[config.mk]
export PLATFORM = sky130hd
export DESIGN_NAME = cpi_div_step
export DESIGN_NICKNAME = d
export VERILOG_FILES = /design/src/cpi_pkg.sv /design/src/cpi_div_step.sv
export SDC_FILE = /design/constraint.sdc
export NUM_CORES = 1
export LEC_CHECK = 0
export BUFFER_PORTS_ARGS = -buffer_cell sky130_fd_sc_hd__clkbuf_2
export CORE_MARGIN = 2
export CORE_UTILIZATION = 31
export DETAILED_ROUTE_END_ITERATION = 16
export GPL_TIMING_DRIVEN = 0
export PLACE_DENSITY = 0.53
export SETUP_SLACK_MARGIN = 0.1
export SYNTH_ARGS = -nofsm -noshare
export SYNTH_HDL_FRONTEND = slang
export SYNTH_SLANG_ARGS = --single-unit
[constraint.sdc]
create_clock -name aclk -period 7.42 [get_ports aclk]
set_input_delay 0.371 -clock aclk [delete_from_list [all_inputs] [get_ports aclk]]
set_output_delay 0.371 -clock aclk [all_outputs]
set_load 0.02 [all_outputs]
[src/cpi_pkg.sv]
// shared constants and control types for the pair collision impulse core
// no dependencies
`default_nettype none

package cpi_pkg;

    // default coordinate width, signed q7.8
    localparam int COORD_WIDTH_DEF = 16;

    // contact distance register
    localparam int              CDIST_W     = 15;
    localparam logic [CDIST_W-1:0] CDIST_RESET = 15'd128;

    // control that travels with each request down the pipeline
    typedef struct packed {
        logic vld;
        logic hit;
        logic neg_x;
        logic neg_y;
    } cpi_ctl_t;

endpackage

`default_nettype wire

[src/cpi_div_step.sv]
// one restoring-division stage: settles one quotient bit for both axes
// depends on cpi_pkg
`default_nettype none

module cpi_div_step #(
    parameter int W   = cpi_pkg::COORD_WIDTH_DEF,
    parameter int BIT = 0
) (
    input  wire logic                        aclk,
    input  wire logic                        aresetn,
    input  wire logic                        en,
    input  wire cpi_pkg::cpi_ctl_t           ctl_i,
    input  wire logic [((W < cpi_pkg::CDIST_W) ? W : cpi_pkg::CDIST_W) * 2
                       + W + 3 - 1:0]        rx_i,
    input  wire logic [((W < cpi_pkg::CDIST_W) ? W : cpi_pkg::CDIST_W) * 2
                       + W + 3 - 1:0]        ry_i,
    input  wire logic [W:0]                  qx_i,
    input  wire logic [W:0]                  qy_i,
    input  wire logic [((W < cpi_pkg::CDIST_W) ? W : cpi_pkg::CDIST_W) * 2:0] den_i,
    input  wire logic [4*W-1:0]              vel_i,
    output cpi_pkg::cpi_ctl_t                ctl_o,
    output logic [((W < cpi_pkg::CDIST_W) ? W : cpi_pkg::CDIST_W) * 2
                  + W + 3 - 1:0]             rx_o,
    output logic [((W < cpi_pkg::CDIST_W) ? W : cpi_pkg::CDIST_W) * 2
                  + W + 3 - 1:0]             ry_o,
    output logic [W:0]                       qx_o,
    output logic [W:0]                       qy_o,
    output logic [((W < cpi_pkg::CDIST_W) ? W : cpi_pkg::CDIST_W) * 2:0] den_o,
    output logic [4*W-1:0]                   vel_o
);
    import cpi_pkg::*;

    localparam int DM = (W < CDIST_W) ? W : CDIST_W;
    localparam int PW = 2 * DM + W + 3;

    // trial subtraction of the shifted divisor
    logic [PW-1:0] dsh;
    logic          gx, gy;

    assign dsh = PW'(den_i) << BIT;
    assign gx  = (rx_i >= dsh);
    assign gy  = (ry_i >= dsh);

    always_ff @(posedge aclk) begin
        if (!aresetn) begin
            ctl_o.vld <= 1'b0;
        end else if (en) begin
            ctl_o.vld <= ctl_i.vld;
        end
    end

    always_ff @(posedge aclk) begin
        if (en) begin
            ctl_o.hit   <= ctl_i.hit;
            ctl_o.neg_x <= ctl_i.neg_x;
            ctl_o.neg_y <= ctl_i.neg_y;
            rx_o        <= gx ? (rx_i - dsh) : rx_i;
            ry_o        <= gy ? (ry_i - dsh) : ry_i;
            qx_o        <= qx_i | ((W+1)'(gx) << BIT);
            qy_o        <= qy_i | ((W+1)'(gy) << BIT);
            den_o       <= den_i;
            vel_o       <= vel_i;
        end
    end

endmodule

`default_nettype wire

Yosys cells after proc, flatten, opt, wreduce, memory -nomap -nowiden --
Index checks and enable logic that the tools add are counted.
Cells by class: add/sub/neg operators 2, $mul 0, div/mod/pow operators 0, order comparisons 2, eq/ne operators 0, shifts and indexed selects 0, mux-type cells 2, bitwise operators 2, reductions and logical operators 0
Operators by type and width (number):
- 49-bit by 31-bit greater-or-equal comparator with 1-bit output | 2
- 49-bit two-way mux | 2
- 49-bit by 31-bit subtractor with 49-bit output | 2
- 17-bit by 1-bit OR with 17-bit output | 2
Word-level totals: bits in registers 231, latch bits 0, RAM bits 0, ROM bits 0, output and inout bits 231, logic and storage cells 18, memories kept 0

Longest topological paths before layout --
depth in word-level cells 2, depth in mapped cells 13, mapped depth without buffers 12

Worst setup path after synthesis --
Ideal clock, no wire load.
path kind input to register, from input den_i[29] (netlist name), to register rx_o[14] (netlist name) (data pin), setup time 260 ps, arrival time 2941 ps, required time 7160 ps, slack 4219 ps, cell stages on the path 10, path buffers 2, cell sequence inv_1 > ha_1 > clkbuf_1 > and3_1 > a221o_1 > a2111oi_0 > o21ai_0 > a211oi_4 > buf_6 > mux2_2
Between the ends: longest elaborated chain between the ends 2
RTL lines:
- start: declaration | RTL line cpi_div_step.sv:19 | input wire logic [((W < cpi_pkg::CDIST_W) ? W : cpi_pkg::CDIST_W) * 2:0] den_i,
- 49-bit by 31-bit greater-or-equal comparator with 1-bit output | RTL line cpi_div_step.sv:41 | assign gx = (rx_i >= dsh);
- 49-bit two-way mux | RTL line cpi_div_step.sv:57 | rx_o <= gx ? (rx_i - dsh) : rx_i;
- end signal: assignment | RTL line cpi_div_step.sv:57
- end: declaration | RTL line cpi_div_step.sv:23 | + W + 3 - 1:0] rx_o,
No other way between the ends. A chain may end at the register's enable or synchronous reset.

Worst setup path in the final report --
from input den_i[20] (netlist name), to register ry_o[23] (netlist name) (data pin)
Between the ends: longest elaborated chain between the ends 2, elaborated cells between the ends (all ways) 3, classes of those cells add/sub (1); order compare (1); mux (1)
RTL lines:
- 49-bit by 31-bit subtractor with 49-bit output / 49-bit by 31-bit greater-or-equal comparator with 1-bit output (equally long branches) | RTL line cpi_div_step.sv:58, cpi_div_step.sv:42
- 49-bit two-way mux * | RTL line cpi_div_step.sv:58 | ry_o <= gy ? (ry_i - dsh) : ry_i;
- end signal: assignment | RTL line cpi_div_step.sv:58
- end: declaration | RTL line cpi_div_step.sv:25 | + W + 3 - 1:0] ry_o,
Every way passes the cells marked *; elsewhere a longest branch is shown, timed or not.

==> results.json <==
{
  "status": "complete, no violations",
  "drtIter0Drc": 735,
  "maxSlewViolCount": 0,
  "report.final.setup_viol": 0,
  "ioPinCount": 465,
  "skew_ps": 0,
  "dp.cells": 2037,
  "min_period_over_period_pct": 59.47,
  "cts_buffers": 29,
  "maxCapViolCount": 0,
  "drive_gt1_share_pct": 31.49,
  "synthCells": 1055,
  "cts_buffer_depth": 3,
  "dr.pass1.iters": 5,
  "htreeDepth": 1,
  "yosysMostFrequentCell": "edfxtp_1",
  "routabilityCongestion": 0.8842,
  "synth_warnings": 0,
  "required_ps": 7750,
  "synth_top_area_cell": "edfxtp_1",
  "place_area_sq_um": 15160,
  "cp_max_fo": 10,
  "cp_data_arrival_time_ps": 4740,
  "power_leakage_nw": 7.370,
  "wire_per_inst_um": 20.27,
  "synth_fp_nets": 1353,
  "rsz0062_at_grt": "false",
  "slowest_delay_ps": 600,
  "hold_class": "input port to flop",
  "synth_top_cells_by_area": "edfxtp_1 57%, ha_1 6.4%, o21ai_0 3.9%",
  "coreArea_sq_um": 38650,
  "p_total_mw": 3.968,
  "relSlewSlack_pct": 49.60,
  "grtUsageTotal_pct": 21.36,
  "worstMarginPinSlew_ps": 749.2,
  "path_cells": "dlygate4sd3_1 > clkbuf_2 > inv_1 > ha_1 > clkbuf_1 > a21oi_1 > o21ai_0 > a311o_1 > a211oi_1 > o22ai_1 > nor2_1 > buf_2 > buf_2 > nand2_1 > o31ai_1",
  "powerDensity_nw_per_um2": 228.7,
  "cp_slowest_cell": "a211oi_1",
  "syn2layout_area_growth_pct": 43.05,
  "period_needed_ps": 4413,
  "tns_ps": 0,
  "synth-edff-count": 230,
  "clk_pin_slew_ps": 60,
  "fmax_ghz": 0.2266,
  "synth_area_sq_um": 12130,
  "synth_top_family_by_area": "compound AO/OA/AOI/OAI gates",
  "nets": 1972,
  "yosys.area.top_type_share_pct": 56.93,
  "ys_types": 61,
  "cts_setup_buffers": 0,
  "cts_tree": "built",
  "root_buffer": "clkbuf_16",
  "grt_max_degree": 108,
  "grt_overflow": 0,
  "crit_top_cell": "buf_2",
  "dp_hpwl_um": 35310,
  "io_buffers": 462,
  "hold_violations": 0,
  "rows": 72,
  "path_delay_family": "compound AO/OA/AOI/OAI gates",
  "routed_via_density": 4.891,
  "clk_latency_ps": 570,
  "synthMuxAreaShare_pct": 0.7219,
  "synth_xor_area_share_pct": 6.498,
  "cp-end-kind": "flop",
  "ant_nets": 0,
  "cts_hold_buf": 124,
  "critical_path_class": "input port to flop",
  "synth_commonest_cells": "230 x edfxtp_1, 116 x nand2_1, 95 x o21ai_0, 67 x a21oi_1, 62 x ha_1",
  "startpoint_type": "input port",
  "clock-sinks": 231,
  "synth_fa_ha_area_share_pct": 6.724,
  "synth_seq_cells": 231,
  "post-place-ws_ps": 3006,
  "avgSynthCellArea_sq_um": 11.50,
  "synthSimpleGateAreaFrac_pct": 12.62,
  "finish.instance_area_sq_um": 17350,
  "die_x_um": 201.8,
  "die_h_um": 201.8,
  "drc": 0,
  "path_buf_inv": 6,
  "ys_seq_area_share_pct": 57.10,
  "fp.dieArea_sq_um": 40730,
  "synthFlopType": "edfxtp_1",
  "fin_cells": 2217,
  "cts_resized": 0,
  "setup_slack_ps": 3007,
  "async_flop_share_pct": 0,
  "initial_core_util_pct": 31.39,
  "grt_pass1_wl_um": 65960,
  "vias": 10843,
  "drt-total-wl_um": 44930,
  "antenna_found_initial": 7,
  "grt_pass1_vias": 10918,
  "peakVddDrop_uv": 171.2,
  "synth_compound_area_share_pct": 13.56
}
==> area by class of cell <==
type	count	area, sq um
fill	3668	21290
timing repair buffer	588	3617
sequential	231	6927
inverter	49	183.9
multi-input combinational	739	4868
tap	518	648.1
buffer	36	152.6
antenna	3	7.507
clock buffer	34	744.5
clock inverter	19	205.2
==> kinds of logic (layout without fill, tap and decap cells) <==
family	Yosys count	after routing
simple gates	309	309
compound gates	268	268
flops	231	231
xor+xnor	90	90
buf+inv	85	726
fa+ha+maj	64	64
mux	8	8
other cells	0	3
==> registers in the layout (all words and copies together) (netlist names) <==
signal and flops:
qy_o 17, ctl_o 4, vel_o 64, qx_o 17, ry_o 49, den_o 31, rx_o 49
==> layer usage <==
layer | vias to the layer above | GRT usage, % | routed length (um) | share of wire, %
li1 | 5208 | - | - | -
met1 | 5118 | 26.45 | 18390 | 41
met2 | 435 | 35.54 | 20990 | 47
met3 | 74 | 6.224 | 3881 | 8.6
met4 | 8 | 7.405 | 1615 | 3.6
met5 | - | 0.3571 | 53 | 0.12
==> through the flow <==
stage | hold slack, ps | utilization, %
final | 32.22 | 44.90
after floorplan | 469.9 | -
after detailed placement | 512.1 | 39.22
after global routing | 21.30 | 44.90
after CTS | 6.211 | 44.88
after global placement | 495.8 | 39.05
==> placed cells by master (no fill, tap or decap), types with 20 or more instances in the layout <==
cell           synthesis  routed
ha_1                  62      62
inv_1                 49      49
a21oi_1               67      67
nor2_1                54      54
dlygate4sd3_1          0     124
xor2_1                48      48
nor3_1                20      20
o21ai_0               95      95
clkbuf_16              0      29
nand2_1              116     116
xnor2_1               42      42
clkbuf_2               0     461
clkbuf_1              27      32
edfxtp_1             230     230
==> report_power, final <==
part / total [mW] / internal, mW / switching, mW
clock: 1.42 / 0.854 / 0.564
combinational: 0.909 / 0.332 / 0.576
sequential: 1.64 / 1.60 / 0.0384
==> final timing paths <==
check             startpoint        end  slack, ps  cells after the start
setup / recovery   den_i[20]   ry_o[23]       3010                     15
hold / removal     den_i[26]  den_o[26]         30                      1
setup reg to reg    ctl_o[3]   ctl_o[3]       6830                      2
hold reg to reg     ctl_o[3]   ctl_o[3]        520                      2
Note: power is estimated with default switching activity, not from simulation.
