**config.mk**
```make
export PLATFORM = sky130hd
export DESIGN_NAME = cpi_back
export DESIGN_NICKNAME = d
export VERILOG_FILES = /design/src/cpi_pkg.sv /design/src/cpi_back.sv
export SDC_FILE = /design/constraint.sdc
export NUM_CORES = 1
export LEC_CHECK = 0
export BUFFER_PORTS_ARGS = -buffer_cell sky130_fd_sc_hd__buf_2
export CAP_MARGIN = 40
export CORE_AREA = 2 2 166 168
export CTS_CLUSTER_SIZE = 30
export DETAILED_ROUTE_END_ITERATION = 8
export DIE_AREA = 0 0 168 170
export PLACE_DENSITY = 0.71
export RECOVER_POWER = 25
export SLEW_MARGIN = 20
export SYNTH_ARGS = -nofsm -noshare
export SYNTH_HDL_FRONTEND = slang
export SYNTH_SLANG_ARGS = --single-unit
```
**constraint.sdc**
```tcl
create_clock -name aclk -period 8 [get_ports aclk]
set_clock_uncertainty 0.05 [all_clocks]
set_input_delay 0.4 -clock aclk [delete_from_list [all_inputs] [get_ports aclk]]
set_output_delay 0.4 -clock aclk [all_outputs]
set_load 0.02 [all_outputs]
```
**src/cpi_pkg.sv**
```systemverilog
// shared constants and control types for the pair collision impulse core
// no dependencies
`default_nettype none

package cpi_pkg;

    // default coordinate width, signed q7.8
    localparam int COORD_WIDTH_DEF = 16;

    // contact distance register
    localparam int              CDIST_W     = 15;
    localparam logic [CDIST_W-1:0] CDIST_RESET = 15'd128;

    // control that travels with each request down the pipeline
    typedef struct packed {
        logic vld;
        logic hit;
        logic neg_x;
        logic neg_y;
    } cpi_ctl_t;

endpackage

`default_nettype wire

```
**src/cpi_back.sv**
```systemverilog
// output stage: rounding, sign, velocity update and saturation
// depends on cpi_pkg
`default_nettype none

module cpi_back #(
    parameter int W = cpi_pkg::COORD_WIDTH_DEF
) (
    input  wire logic                        aclk,
    input  wire logic                        aresetn,
    input  wire logic                        en,
    input  wire cpi_pkg::cpi_ctl_t           ctl_i,
    input  wire logic [((W < cpi_pkg::CDIST_W) ? W : cpi_pkg::CDIST_W) * 2
                       + W + 3 - 1:0]        rx_i,
    input  wire logic [((W < cpi_pkg::CDIST_W) ? W : cpi_pkg::CDIST_W) * 2
                       + W + 3 - 1:0]        ry_i,
    input  wire logic [W:0]                  qx_i,
    input  wire logic [W:0]                  qy_i,
    input  wire logic [((W < cpi_pkg::CDIST_W) ? W : cpi_pkg::CDIST_W) * 2:0] den_i,
    input  wire logic [4*W-1:0]              vel_i,
    output logic                             vld_o,
    output logic [W-1:0]                     nax_o,
    output logic [W-1:0]                     nay_o,
    output logic [W-1:0]                     nbx_o,
    output logic [W-1:0]                     nby_o,
    output logic                             hit_o
);
    import cpi_pkg::*;

    localparam int DM = (W < CDIST_W) ? W : CDIST_W;
    localparam int PW = 2 * DM + W + 3;
    localparam int SW = W + 4;

    // clamp to the signed coordinate range
    function automatic logic [W-1:0] sat_fn(input logic signed [SW-1:0] v);
        logic signed [SW-1:0] hi, lo;
        hi = SW'({1'b0, {(W-1){1'b1}}});
        lo = ~hi;
        if (v > hi)      sat_fn = hi[W-1:0];
        else if (v < lo) sat_fn = lo[W-1:0];
        else             sat_fn = v[W-1:0];
    endfunction

    // round half away from zero, then apply sign
    logic [PW:0]          den_ext;
    logic [W+1:0]         mx, my;
    logic signed [SW-1:0] ix, iy, vax, vay, vbx, vby;

    assign den_ext = (PW+1)'(den_i);
    assign mx = (W+2)'(qx_i) + (W+2)'({rx_i, 1'b0} >= den_ext);
    assign my = (W+2)'(qy_i) + (W+2)'({ry_i, 1'b0} >= den_ext);
    assign ix = ctl_i.neg_x ? -$signed(SW'(mx)) : $signed(SW'(mx));
    assign iy = ctl_i.neg_y ? -$signed(SW'(my)) : $signed(SW'(my));

    assign vax = SW'($signed(vel_i[4*W-1:3*W]));
    assign vay = SW'($signed(vel_i[3*W-1:2*W]));
    assign vbx = SW'($signed(vel_i[2*W-1:W]));
    assign vby = SW'($signed(vel_i[W-1:0]));

    always_ff @(posedge aclk) begin
        if (!aresetn) begin
            vld_o <= 1'b0;
        end else if (en) begin
            vld_o <= ctl_i.vld;
        end
    end

    always_ff @(posedge aclk) begin
        if (en) begin
            hit_o <= ctl_i.hit;
            if (ctl_i.hit) begin
                nax_o <= sat_fn(vax + ix);
                nay_o <= sat_fn(vay + iy);
                nbx_o <= sat_fn(vbx - ix);
                nby_o <= sat_fn(vby - iy);
            end else begin
                nax_o <= vel_i[4*W-1:3*W];
                nay_o <= vel_i[3*W-1:2*W];
                nbx_o <= vel_i[2*W-1:W];
                nby_o <= vel_i[W-1:0];
            end
        end
    end

endmodule

`default_nettype wire

```
; Word level (Yosys, flattened, before mapping)
; Index checks and enable logic that the tools add are counted.
; Widths: inputs -> output; s select.
[op_classes]
muxes = 14
order_cmp = 10
addsub = 8
[op_table]
columns = operator, count
row1 = $mux 16, 12
row2 = $ge 50x31->1, 2
row3 = $gt 20x16->1 const B, 4
row4 = $lt 20x16->1 const B, 4
row5 = $add 16x20->20, 2
row6 = $mux 20, 2
row7 = $neg 18->20, 2
row8 = $sub 16x20->20, 2
row9 = $add 17x1->18, 2
[word_totals]
register_bits = 66
in_bits = 234
output_inout_bits = 66
word_cells = 38

; Longest topological paths before layout
[depth]
word_depth = 9
ltp_mapped = 36
ltp_nobuf = 32

; Worst setup path before layout
; Ideal clock, no wire load.
[synth_timing]
path_kind = in2reg
start = input den_i[20] (netlist name)
end = register nay_o[10] (data pin)
n_path_buf = 2
required_ns = 7.689
setup_ns = 0.261
arrival_ns = 6.538
path_slack_ns = 1.151
cell_stages = 32
cell_sequence = inv_1 ha_1 nand4_1 nor2_1 and3b_1 nand4_1 o41ai_1 a31oi_1 nand3b_1 a21oi_1 a311oi_1 ha_1 ha_1 clkbuf_1 xor2_1 or4_4 a2111oi_4 nand2_2 or3_1 o21ai_1 a41o_1 o311ai_1 o221ai_1 ha_1 nor2b_1 or4_1 o221ai_1 xnor3_1 a41o_1 clkbuf_1 nand2_1 a21oi_1
[synth_between]
elab_chain_cells = 9
elab_cells_between_ends = 10
classes_between = add/sub: 3 / order compare: 3 / mux: 4
[synth_rtl]
columns = element, line
row1 = start: declaration, cpi_back.sv:18  ; input wire logic [((W < cpi_pkg::CDIST_W) ? W : cpi_pkg::CDIST_W) * 2:0] den_i,
row2 = $ge 50x31->1 (*), cpi_back.sv:50  ; assign my = (W+2)'(qy_i) + (W+2)'({ry_i, 1'b0} >= den_ext);
row3 = $add 17x1->18 (*), cpi_back.sv:50
row4 = $neg 18->20, cpi_back.sv:52  ; assign iy = ctl_i.neg_y ? -$signed(SW'(my)) : $signed(SW'(my));
row5 = $mux 20 (*), cpi_back.sv:52
row6 = $add 16x20->20 (*), cpi_back.sv:72  ; nay_o <= sat_fn(vay + iy);
row7 = $lt 20x16->1, cpi_back.sv:39  ; else if (v < lo) sat_fn = lo[W-1:0];
row8 = $mux 16, cpi_back.sv:39
row9 = $mux 16 (*), cpi_back.sv:38  ; if (v > hi) sat_fn = hi[W-1:0];
row10 = $mux 16 (*), cpi_back.sv:70  ; if (ctl_i.hit) begin
row11 = end signal: assignment, cpi_back.sv:72
row12 = end signal: assignment, cpi_back.sv:77  ; nay_o <= vel_i[3*W-1:2*W];
row13 = end: declaration, cpi_back.sv:22  ; output logic [W-1:0] nay_o,
; Every way passes the cells marked *; elsewhere a longest branch is shown, timed or not.
; A chain may end at the register's enable or synchronous reset.

; Worst setup path after layout
[layout_timing]
start = input den_i[16] (netlist name)
end = register nby_o[11] (data pin)
[layout_between]
elab_chain_cells = 9
elab_cells_between_ends = 10
classes_between = add/sub: 3 / order compare: 3 / mux: 4
[layout_rtl]
columns = element, line
row1 = $ge 50x31->1 (*), cpi_back.sv:50
row2 = $add 17x1->18 (*), cpi_back.sv:50
row3 = $neg 18->20, cpi_back.sv:52
row4 = $mux 20 (*), cpi_back.sv:52
row5 = $sub 16x20->20 (*), cpi_back.sv:74  ; nby_o <= sat_fn(vby - iy);
row6 = $lt 20x16->1, cpi_back.sv:39
row7 = $mux 16, cpi_back.sv:39
row8 = $mux 16 (*), cpi_back.sv:38
row9 = $mux 16 (*), cpi_back.sv:70
row10 = end signal: assignment, cpi_back.sv:74
row11 = end signal: assignment, cpi_back.sv:79  ; nby_o <= vel_i[W-1:0];
row12 = end: declaration, cpi_back.sv:24  ; output logic [W-1:0] nby_o,
; Marks and branches as above.

==> impl_metrics.env <==
export IMPL_clock_root_buffer="clkbuf_16"
export IMPL_seqPwrFrac_pct=24.2
export IMPL_ys_warn_count=0
export IMPL_worstPathRequired_ps=8040
export IMPL_drv_cap=0
export IMPL_hold_viol=0
export IMPL_antenna_found_initial=2
export IMPL_pwr_share_clk_pct=21.0
export IMPL_crit_type="in2reg"
export IMPL_rows=60
export IMPL_drt_pass1_iter_count=5
export IMPL_internal_power_mw=1.13
export IMPL_insertion_delay_ps=350
export IMPL_final_cell_mix="buf_2 (265), ha_1 (144), nor2_1 (114), inv_1 (109), a21oi_1 (109)"
export IMPL_clock_path_buffers=2
export IMPL_switching_power_mw=0.837
export IMPL_vias=10900
export IMPL_finalCriticalPeriod_ps=7530
export IMPL_fin_util_pct=47.3
export IMPL_ys_types=79
export IMPL_fin_setup_tns_ps=0
export IMPL_slew_headroom_pct=31.8
export IMPL_crit_top_cell="ha_1"
export IMPL_mostFrequentLayoutCell="buf_2"
export IMPL_grt_remaining_overflow=0
export IMPL_grt_pass1_wl_mm=51.0
export IMPL_ant_nets=0
export IMPL_fill_cells=2655
export IMPL_place_congestion=0.922
export IMPL_fmax_ghz=0.133
export IMPL_netlist_area_mm2=0.0105
export IMPL_run_status="finished, final reports clean"
export IMPL_end_kind="flip-flop"
export IMPL_drive_above_1_share_pct=20.3
export IMPL_via_per_inst=5.56
export IMPL_dieArea_mm2=0.0286
export IMPL_cts_num_sinks=66
export IMPL_ys_ff_latch=66
export IMPL_nNetsFinal=1995
export IMPL_cts_tree="yes"
export IMPL_area_growth_pct=19.8
export IMPL_seqCellArea_mm2=0.00197
export IMPL_slew_violations=0
export IMPL_wirelength_mm=32.4
export IMPL_crit_arrival_ps=7570
export IMPL_pwr_density_cell_mw_per_mm2=156
export IMPL_portBuffers=299
export IMPL_min_period_over_period_pct=94.1
export IMPL_num_io_pins=300
export IMPL_ys_flop_type="edfxtp_1"
export IMPL_track_usage_pct=21.8
export IMPL_hold_slack_ps=203
export IMPL_wire_per_inst_um=16.5
export IMPL_cp_max_fo=15
export IMPL_grt_max_degree=51
export IMPL_h_tree_depth=3
export IMPL_synth_edf_count=65
export IMPL_ir_drop_mv=0.0797
export IMPL_core_mm2=0.0267
export IMPL_drc=0
export IMPL_p_sw_share_pct=42.6
export IMPL_dr_first_iter_drc_count=820
export IMPL_postCtsSetupBuffers=0
export IMPL_clk_pin_slew_ps=70
export IMPL_startpoint_type="primary input"
export IMPL_multi_input_area_mm2=0.00795
export IMPL_seq_area_frac_synth_pct=18.7
export IMPL_synthesis_instances=1337
export IMPL_die_x_um=168
export IMPL_synth_async_reset_ratio_pct=0
export IMPL_hp_class="in2reg"
export IMPL_pwr_share_comb_pct=54.8
export IMPL_dp_hpwl_mm=26.8
export IMPL_start_util_pct=39.5
export IMPL_synth_area_per_cell_um2=7.87
export IMPL_grt_pass1_vias=10300
export IMPL_power_leakage_nw=5.86
export IMPL_synth_nets=1719
export IMPL_cts_buffers=9
export IMPL_dieHeight_um=170
export IMPL_max_slew_worst_pin_slew_ps=1020
export IMPL_setup_viol=0
export IMPL_max_stage_delay_ps=440
export IMPL_total_power_mw=1.96
export IMPL_cp_slowest_cell="or4_4"
[power groups by stage]
stage | combinational [mW] | sequential [mW] | clock (mW)
floorplan | 0.693 | 0.550 | 0
global placement | 1.04 | 0.481 | 0
detailed placement | 1.06 | 0.482 | 0
CTS | 1.07 | 0.475 | 0.421
global route | 1.19 | 0.479 | 0.435
finish | 1.08 | 0.475 | 0.412
[Yosys cell counts (all sizes together) (4+ instances only)]
master,number,area (µm²)
a311oi,4,35.0
nor4,15,93.8
o211ai,13,97.6
a2111oi,6,71.3
nand2,99,374
nand3b,5,37.5
and4,10,87.6
ha,144,1800
o31ai,9,72.6
a31oi,12,81.3
xnor2,67,587
o41ai,7,83.8
a21o,46,345
inv,109,409
xor2,54,473
o2111ai,7,61.3
or2,11,68.8
o21ai,72,360
edfxtp,65,1950
o22ai,16,100
a211oi,20,150
nor2,114,428
fa,4,80.1
a21oi,119,633
nand2b,30,188
and3,13,81.3
nor2b,8,50.1
o311ai,4,35.0
nand3,36,180
nor3,35,175
clkbuf,36,135
mux2i,7,70.1
a211o,5,43.8
buf,11,68.8
a21boi,7,52.6
or3,13,86.3
o21a,17,128
nand4,26,163
and2,8,50.1
or4,8,63.8
o21bai,4,30.0
[metal layers]
layer / vias up / wire (µm) / track usage (%) / part of all wire (%)
met4: 0 / 817 / 6.88 / 2.5
met5: - / 0 / 0 / 0
li1: 5483 / - / - / -
met3: 57 / 1830 / 2.63 / 5.6
met1: 4973 / 14700 / 29.2 / 45
met2: 394 / 15100 / 36.7 / 47
[cells by family (layout without fill, tap and decap cells)]
group | after synthesis | after routing | share of synthesized area, %
flops | 66 | 66 | 18.7
buf+inv | 156 | 437 | 5.83
fa+ha+maj | 148 | 148 | 17.9
simple gates | 442 | 442 | 21.1
other cells | 0 | 2 | 0
compound gates | 394 | 394 | 25.0
mux | 7 | 7 | 0.666
xor+xnor | 124 | 124 | 10.7
[registers in the layout, indices dropped and copies added, names as in the netlist]
register and cells:
nax_o 16, nbx_o 16, vld_o 1, hit_o 1
nby_o 16, nay_o 16
[what timing repair did]
action / in CTS / in global routing
setup endpoints to repair: 0 / 30
hold buffers: 0 / 0
resized for setup: 0 / 4
hold endpoints to repair: 0 / 0
[worst max-delay path: cells and delay by family]
kind	cells	cell delay (ps)
AOI/OAI and AO/OA	12	2850
and+or+nand+nor	10	2000
adders and majority gates	4	1160
xor gates and xnor gates	3	620
buffers and inverters	5	540
[metrics by stage]
stage	worst slack [ps]	instances	area (µm²)
3_3_place_gp	164	1943	12300
3_5_place_dp	42.0	1943	12300
6_report	474	1961	12600
2_1_floorplan	1150	1337	10500
5_1_grt	-42.8	1961	12600
4_1_cts	396	1959	12600
[final cells by class]
cell class	count	area share, %
multi-input cells	1115	63.0
repair buffers	312	12.3
diodes	2	0.0397
inverters	109	3.25
flip-flops and latches	66	15.6
clock buffers	9	1.79
clock inverters	7	0.546
well taps	341	3.39
[worst paths after layout]
path / start / to / slack [ps] / cells after the start
max: den_i[16] / nby_o[11] / 470 / 34
min reg2reg: vld_o / vld_o / 500 / 2
max reg2reg: vld_o / vld_o / 7340 / 2
min: aresetn / vld_o / 200 / 2
No activity file was read; power rests on OpenSTA's default activity.
